[config.mk]
export PLATFORM = sky130hd
export DESIGN_NAME = key_matrix_row_event_detector
export DESIGN_NICKNAME = d
export VERILOG_FILES = /design/src/hw/rtl/kmred_pkg.sv /design/src/hw/rtl/kmred_store.sv /design/src/hw/rtl/kmred_scan.sv /design/src/hw/rtl/key_matrix_row_event_detector.sv
export SDC_FILE = /design/constraint.sdc
export NUM_CORES = 1
export LEC_CHECK = 0
export ABC_CLOCK_PERIOD_IN_PS = 2720
export BUFFER_PORTS_ARGS = -buffer_cell sky130_fd_sc_hd__buf_2
export CAP_MARGIN = 20
export CORE_MARGIN = 2
export CORE_UTILIZATION = 55
export CTS_BUF_LIST = sky130_fd_sc_hd__clkbuf_8
export DETAILED_ROUTE_END_ITERATION = 10
export PLACE_DENSITY_LB_ADDON = 0.2
export SLEW_MARGIN = 5
export SYNTH_ARGS = -nofsm -noshare
export SYNTH_HDL_FRONTEND = slang
export SYNTH_SLANG_ARGS = --single-unit
export TNS_END_PERCENT = 5
[constraint.sdc]
create_clock -name clk_i -period 2.72 [get_ports clk_i]
set_input_delay 0 -clock clk_i [delete_from_list [all_inputs] [get_ports clk_i]]
set_output_delay 0 -clock clk_i [all_outputs]
set_load 0.02 [all_outputs]
[src/hw/rtl/kmred_pkg.sv]
package kmred_pkg;

  // Sequencer states
  typedef enum logic {
    ST_IDLE,
    ST_SCAN
  } kmred_state_e;

  // Fixed keymap geometry and the function key position
  localparam int MapRows = 4;
  localparam int MapCols = 12;
  localparam int InCols  = 12;
  localparam int FnRow   = 3;
  localparam int FnCol   = 3;

  typedef logic [7:0] keycode_t;

  localparam keycode_t BASE_MAP [MapRows][MapCols] = '{
    '{8'd177, 8'd113, 8'd119, 8'd101, 8'd114, 8'd116,
      8'd121, 8'd117, 8'd105, 8'd111, 8'd112, 8'd178},
    '{8'd179, 8'd97,  8'd115, 8'd100, 8'd102, 8'd103,
      8'd104, 8'd106, 8'd107, 8'd108, 8'd59,  8'd39},
    '{8'd129, 8'd122, 8'd120, 8'd99,  8'd118, 8'd98,
      8'd110, 8'd109, 8'd44,  8'd46,  8'd47,  8'd176},
    '{8'd128, 8'd135, 8'd130, 8'd0,   8'd0,   8'd0,
      8'd32,  8'd0,   8'd216, 8'd217, 8'd218, 8'd215}
  };

  localparam keycode_t FN_MAP [MapRows][MapCols] = '{
    '{8'd48,  8'd49,  8'd50,  8'd51,  8'd52,  8'd53,
      8'd54,  8'd55,  8'd56,  8'd57,  8'd95,  8'd61},
    '{8'd179, 8'd97,  8'd115, 8'd100, 8'd102, 8'd103,
      8'd104, 8'd106, 8'd107, 8'd108, 8'd59,  8'd39},
    '{8'd129, 8'd122, 8'd120, 8'd99,  8'd118, 8'd98,
      8'd110, 8'd109, 8'd44,  8'd46,  8'd47,  8'd176},
    '{8'd128, 8'd135, 8'd130, 8'd0,   8'd0,   8'd0,
      8'd32,  8'd0,   8'd216, 8'd217, 8'd218, 8'd215}
  };

  // Keycode lookup; keys outside the map give 0
  function automatic keycode_t keycode(input logic fn_layer, input logic [3:0] row,
                                       input logic [4:0] col);
    keycode_t code;
    code = '0;
    if ((32'(row) < MapRows) && (32'(col) < MapCols)) begin
      code = fn_layer ? FN_MAP[row[1:0]][col[3:0]] : BASE_MAP[row[1:0]][col[3:0]];
    end
    return code;
  endfunction

endpackage

[src/hw/rtl/kmred_store.sv]
module kmred_store #(
  parameter int ROWS = 4,
  parameter int COLS = 12,
  parameter int RW   = 2
) (
  input  logic            clk_i,
  input  logic            rst_ni,
  input  logic            wr_en_i,
  input  logic [RW-1:0]   row_i,
  input  logic [COLS-1:0] wr_levels_i,
  output logic [COLS-1:0] rd_levels_o,
  output logic            fn_pressed_o
);
  import kmred_pkg::*;

  // Key levels, 1 = released
  logic [COLS-1:0] levels_q [ROWS];

  always_ff @(posedge clk_i or negedge rst_ni) begin
    if (!rst_ni) begin
      for (int r = 0; r < ROWS; r++) begin
        levels_q[r] <= '1;
      end
    end else if (wr_en_i) begin
      levels_q[row_i] <= wr_levels_i;
    end
  end

  assign rd_levels_o = levels_q[row_i];

  // Function key, only when the matrix has that position
  if ((FnRow < ROWS) && (FnCol < COLS)) begin : g_fn
    assign fn_pressed_o = ~levels_q[FnRow][FnCol];
  end else begin : g_no_fn
    assign fn_pressed_o = 1'b0;
  end

endmodule

[src/hw/rtl/kmred_scan.sv]
module kmred_scan #(
  parameter int COLS = 12,
  parameter int RW   = 2,
  parameter int CW   = 4
) (
  input  logic                clk_i,
  input  logic                rst_ni,
  input  logic                start_i,
  input  logic [RW-1:0]       row_i,
  input  logic [COLS-1:0]     new_levels_i,
  input  logic [COLS-1:0]     old_levels_i,
  input  logic                fn_i,
  output logic                busy_o,
  output logic                out_valid_o,
  input  logic                out_stall_i,
  output logic                is_press_o,
  output kmred_pkg::keycode_t key_code_o,
  output logic [3:0]          column_o,
  output logic                last_event_o
);
  import kmred_pkg::*;

  kmred_state_e    state_q, state_d;
  logic [CW-1:0]   col_q;
  logic [COLS-1:0] diff_q, lev_q, diff_clr;
  logic [RW-1:0]   row_q;
  logic            fn_q;
  logic            slot_free, changed, emit, step, last;
  logic            out_valid_q;
  logic            is_press_q, last_q;
  keycode_t        code_q;
  logic [3:0]      column_q;

  // Current column and what remains after it
  always_comb begin
    diff_clr          = diff_q;
    diff_clr[col_q]   = 1'b0;
  end
  assign changed   = diff_q[col_q];
  assign last      = (diff_clr == '0);
  assign slot_free = ~out_valid_q | ~out_stall_i;

  // Next state
  always_comb begin
    state_d = state_q;
    unique case (state_q)
      ST_IDLE: if (start_i) state_d = ST_SCAN;
      ST_SCAN: if (emit && last) state_d = ST_IDLE;
      default: state_d = ST_IDLE;
    endcase
  end

  // Sequencer outputs
  always_comb begin
    busy_o = 1'b0;
    emit   = 1'b0;
    step   = 1'b0;
    unique case (state_q)
      ST_IDLE: ;
      ST_SCAN: begin
        busy_o = 1'b1;
        emit   = changed & slot_free;
        step   = ~changed | slot_free;
      end
      default: ;
    endcase
  end

  always_ff @(posedge clk_i or negedge rst_ni) begin
    if (!rst_ni) begin
      state_q <= ST_IDLE;
    end else begin
      state_q <= state_d;
    end
  end

  // Row context and column walk
  always_ff @(posedge clk_i or negedge rst_ni) begin
    if (!rst_ni) begin
      col_q  <= '0;
      diff_q <= '0;
    end else if (start_i) begin
      col_q  <= '0;
      diff_q <= new_levels_i ^ old_levels_i;
    end else if (step) begin
      col_q  <= col_q + CW'(1);
      diff_q <= diff_clr;
    end
  end

  always_ff @(posedge clk_i) begin
    if (start_i) begin
      lev_q <= new_levels_i;
      row_q <= row_i;
      fn_q  <= fn_i;
    end
  end

  // Output register
  always_ff @(posedge clk_i or negedge rst_ni) begin
    if (!rst_ni) begin
      out_valid_q <= 1'b0;
    end else if (emit) begin
      out_valid_q <= 1'b1;
    end else if (!out_stall_i) begin
      out_valid_q <= 1'b0;
    end
  end

  always_ff @(posedge clk_i) begin
    if (emit) begin
      is_press_q <= ~lev_q[col_q];
      code_q     <= keycode(fn_q, 4'(row_q), 5'(col_q));
      column_q   <= 4'(col_q);
      last_q     <= last;
    end
  end

  assign out_valid_o  = out_valid_q;
  assign is_press_o   = is_press_q;
  assign key_code_o   = code_q;
  assign column_o     = column_q;
  assign last_event_o = last_q;

endmodule

[src/hw/rtl/key_matrix_row_event_detector.sv]
// Channel | Handshake                | Payload
// in      | in_valid_i / in_stall_o  | row_index_i, column_bits_i
// out     | out_valid_o / out_stall_i| is_press_o, key_code_o, column_o, last_event_o
//
// A row request is taken while the walk is idle; the key state of that row is updated
// at once and a column counter then walks one column per cycle, stopping after the last
// changed column. A row with no change, or an out-of-range row, ends at acceptance. Each
// event waits in the output register; a stalled output holds the walk on a changed
// column. in_stall_o is high while the walk runs.
// Reset clears the sequencer and sets every key to released.
module key_matrix_row_event_detector #(
  parameter int ROWS = 4,
  parameter int COLS = 12
) (
  input  logic                clk_i,
  input  logic                rst_ni,
  input  logic                in_valid_i,
  output logic                in_stall_o,
  input  logic [1:0]          row_index_i,
  input  logic [11:0]         column_bits_i,
  output logic                out_valid_o,
  input  logic                out_stall_i,
  output logic                is_press_o,
  output kmred_pkg::keycode_t key_code_o,
  output logic [3:0]          column_o,
  output logic                last_event_o
);
  import kmred_pkg::*;

  localparam int RW = (ROWS > 1) ? $clog2(ROWS) : 1;
  localparam int CW = (COLS > 1) ? $clog2(COLS) : 1;

  logic            in_accept, row_ok, busy, fn_pressed, start;
  logic [RW-1:0]   row;
  logic [COLS-1:0] in_levels, old_levels;

  // Columns beyond the input read as released
  for (genvar c = 0; c < COLS; c++) begin : g_lev
    if (c < InCols) begin : g_in
      assign in_levels[c] = column_bits_i[c];
    end else begin : g_rel
      assign in_levels[c] = 1'b1;
    end
  end

  assign in_stall_o = busy;
  assign in_accept  = in_valid_i & ~busy;
  assign row_ok     = (32'(row_index_i) < ROWS);
  assign row        = RW'(row_index_i);
  assign start      = in_accept & row_ok & (in_levels != old_levels);

  kmred_store #(
    .ROWS(ROWS),
    .COLS(COLS),
    .RW  (RW)
  ) u_store (
    .clk_i       (clk_i),
    .rst_ni      (rst_ni),
    .wr_en_i     (in_accept & row_ok),
    .row_i       (row),
    .wr_levels_i (in_levels),
    .rd_levels_o (old_levels),
    .fn_pressed_o(fn_pressed)
  );

  kmred_scan #(
    .COLS(COLS),
    .RW  (RW),
    .CW  (CW)
  ) u_scan (
    .clk_i       (clk_i),
    .rst_ni      (rst_ni),
    .start_i     (start),
    .row_i       (row),
    .new_levels_i(in_levels),
    .old_levels_i(old_levels),
    .fn_i        (fn_pressed),
    .busy_o      (busy),
    .out_valid_o (out_valid_o),
    .out_stall_i (out_stall_i),
    .is_press_o  (is_press_o),
    .key_code_o  (key_code_o),
    .column_o    (column_o),
    .last_event_o(last_event_o)
  );

endmodule

==> key figures <==
Status
  – Status: finished clean

Power
  – PwrDens: 402 nW/µm²
  – Final Power: 2.42 mW
  – Leak: 2.32 nW
  – Peak VDD IR: 0.335 mV

Place
  – Final weighted congestion in routability-driven placement: 0.946
  – Placed Cells: 612
  – Placed inst area: 5710 µm²
  – IO Port Bufs: 33
  – Post-DP HPWL: 8810 µm
  – Worst slack, placed: 122 ps

Finish
  – Share of layout cells above drive strength 1: 38.3%
  – Fill count: 775
  – Antenna diode count: 0
  – Layout Cells excl Fill: 642
  – Core Util, Final: 62.4%
  – Fin nets: 531
  – Most frequent cells in the layout: mux2_2, dfstp_2, nand2_1, buf_2, o21ai_0
  – Layout overhead on the synthesized area: 12.2%
  – Fin area: 6020 µm²
  – Commonest non-fill, non-tap cell in the layout: mux2_2

Floorplanning
  – Core area: 9640 µm²
  – Initial core utilization: 55.7%
  – Chip height: 103 µm
  – Die width: 103 µm
  – Ports: 34
  – Die area: 10,600 µm²
  – # rows: 36

Yosys
  – EDFF count, synth: 29
  – Sequential fraction of the synthesis area: 48.1%
  – Post-Syn Instances: 463
  – Yosys top cell area share: 23.5%
  – Largest area contributor in the synthesized netlist: dfstp_2
  – Post-Syn Area: 5370 µm²
  – Net Count, Synth: 490
  – Largest cells by area after synthesis: dfstp_2, edfxtp_1, mux2_2
  – Yosys cell types: 59
  – YS warnings: 0
  – #FFs+latches synth: 95
  – Avg Inst Size Synth: 11.6 µm²
  – FFs w/ async S/R, synth: 69.5%
  – Most used DFF post-synth: dfstp_2

Timing
  – Setup Viol. Count Final: 0
  – Hold WS: 85.7 ps
  – Fin crit period: 2390 ps
  – Setup_tns: 0 ps
  – Clk_skew: 13.0 ps
  – Worst-margin pin slew: 681 ps
  – Final Hold Fails: 0
  – Final period utilization: 87.7%
  – RSZ-0062 raised after global routing: false
  – Post-route setup slack: 334 ps
  – Fin. max-slew vios: 0
  – F_max: 0.419 GHz
  – Slew headroom: 54.6%

Critical path
  – Critical Path RT: 2940 ps
  – Critical R2R Launch: u_scan.col_q[0]$_DFFE_PN0P_
  – Reg2Reg Depth: 6
  – Crit path largest cell delay: 530 ps
  – CP Class: reg -> reg
  – Critical path peak fanout: 9
  – CP endpoint kind: flip-flop
  – Worst Path Arrival: 2610 ps
  – Slowest cell on the critical path: mux4_2
  – Crit-path cells: mux4_2 > a22o_1 > o21bai_2 > nand2_1 > o31ai_1 > mux2i_1
  – FF-to-FF setup slack: 330 ps
  – Worst r2r dst: u_scan.diff_q[9]$_DFFE_PN0P_
  – Worst setup SP type: flip-flop

Global route
  – GRT Total Usage: 25.3%
  – Pin count of the biggest net entering global routing: 45
  – First-pass GRT wire length: 20,600 µm
  – Grt total ovfl: 0
  – Vias in the first global route: 3,930
  – Initial antenna violation count: 0

Detailed routing
  – Final antenna-violating net count: 0
  – 1st-pass router iterations: 4
  – Wire per inst: 19.4 µm
  – First DRT Iteration DRCs: 250
  – Routed Wire Length: 12,400 µm
  – Drt drc: 0
  – Avg Vias per Cell: 6.11
  – Via count: 3,921

CTS
  – H-tree depth: 3
  – Cts bufs inserted: 9
  – Max clock buf depth: 2
  – Clk_lat worst skew: 360 ps
  – CTS tree: yes
  – # resized after CTS: 0
  – Worst-path clk slew: 100 ps
  – CTS Root Cell: clkbuf_8
  – Clock Sinks: 95

Hold path
  – Worst Hold Class: in -> reg
  – Hold Crit Depth: 1
  – Hold endpoint: u_scan.row_q[1]$_DFFE_PP_
  – Min-delay src: row_index_i[1]

Job
  – Max_cap viols: 0
==> logic make-up (layout without fill, tap and decap cells) <==
| kind of cell | Yosys count | in the layout | share of synthesized area [%] |
|---|---|---|---|
| fa+ha+maj | 10 | 10 | 2.29 |
| mux | 76 | 76 | 19.3 |
| buf+inv | 49 | 95 | 3.87 |
| simple gates | 97 | 97 | 9.07 |
| flops | 95 | 95 | 48.1 |
| xor+xnor | 14 | 14 | 2.57 |
| compound gates | 122 | 122 | 14.8 |
==> layer usage <==
metal	global-route usage [%]	wire, µm	up-vias
li1	-	-	1819
met1	35.8	5630	1915
met2	41.2	5920	171
met3	3.25	695	16
met4	7.59	191	0
met5	0	0	-
==> report_power, final <==
group,total (mW),switching [mW],internal [mW]
clock,0.850,0.515,0.335
combinational,0.100,0.0608,0.0393
sequential,1.47,0.0000000000000000443,1.47
==> worst max-delay path, delay by kind of cell (launching register included) <==
family	cells	cell delay [ps]
and+or+nand+nor	1	270
muxes	2	650
AOI/OAI and AO/OA	3	910
DFF	1	430
==> final cells by class <==
| cell class | instances | area [µm²] | share of cell area, % |
|---|---|---|---|
| Multi-Input combinational cell | 319 | 2580 | 43.0 |
| Sequential cell | 95 | 2580 | 42.9 |
| Timing Repair Buffer | 67 | 468 | 7.78 |
| Tap cell | 133 | 166 | 2.77 |
| Clock buffer | 9 | 124 | 2.06 |
| Clock inverter | 7 | 47.5 | 0.790 |
| Inverter | 12 | 45.0 | 0.748 |
==> how the worst max path moves through the flow <==
stage	cells past startpoint	slack (ps)	from	to
after floorplan	5	190	u_scan.col_q[3]$_DFFE_PN0P_	u_scan.column_o[0]$_DFFE_PP_
after global placement	8	290	row_index_i[0]	u_scan.diff_q[8]$_DFFE_PN0P_
after detailed placement	8	120	row_index_i[0]	u_scan.diff_q[3]$_DFFE_PN0P_
after CTS	7	300	u_store.levels_q[3]$_DFFE_PN1P_	u_scan.diff_q[9]$_DFFE_PN0P_
after global routing	6	200	u_scan.col_q[0]$_DFFE_PN0P_	u_scan.diff_q[4]$_DFFE_PN0P_
final	6	330	u_scan.col_q[0]$_DFFE_PN0P_	u_scan.diff_q[9]$_DFFE_PN0P_
==> synthesized netlist by cell type (2+ instances only) <==
library cell / n
a211o_1: 2
a211oi_1: 8
a21oi_1: 24
a221oi_1: 4
a31o_2: 2
a31oi_1: 5
a32oi_1: 2
buf_1: 4
buf_6: 3
clkbuf_1: 29
dfrtp_1: 18
dfstp_2: 48
edfxtp_1: 29
ha_1: 9
inv_1: 10
mux2_2: 49
mux2i_1: 10
mux4_2: 17
nand2_1: 38
nand2b_1: 6
nand3_1: 6
nand4_1: 3
nor2_1: 16
nor2b_1: 9
nor3_1: 8
nor3b_1: 3
o211ai_1: 6
o21a_1: 2
o21ai_0: 30
o21ai_1: 3
o22ai_1: 9
o31ai_1: 9
o32a_1: 4
o32ai_1: 2
xnor2_1: 11
xnor2_2: 2
==> registers in the layout, summed over array words and instances, names as in the netlist <==
register / count
u_scan.fn_q: 1
u_scan.key_code_o: 8
u_scan.column_o: 4
u_scan.is_press_o: 1
u_scan.last_event_o: 1
u_scan.diff_q: 12
u_store.levels_q: 48
u_scan.col_q: 4
u_scan.lev_q: 12
u_scan.out_valid_o: 1
u_scan.row_q: 2
u_scan.state_q: 1
==> timing repair <==
item | in CTS | in global routing
buffers inserted | 0 | 0
hold buffers | 14 | 0
hold endpoints to repair | 59 | 0
Power figures use the tool's default switching activity.
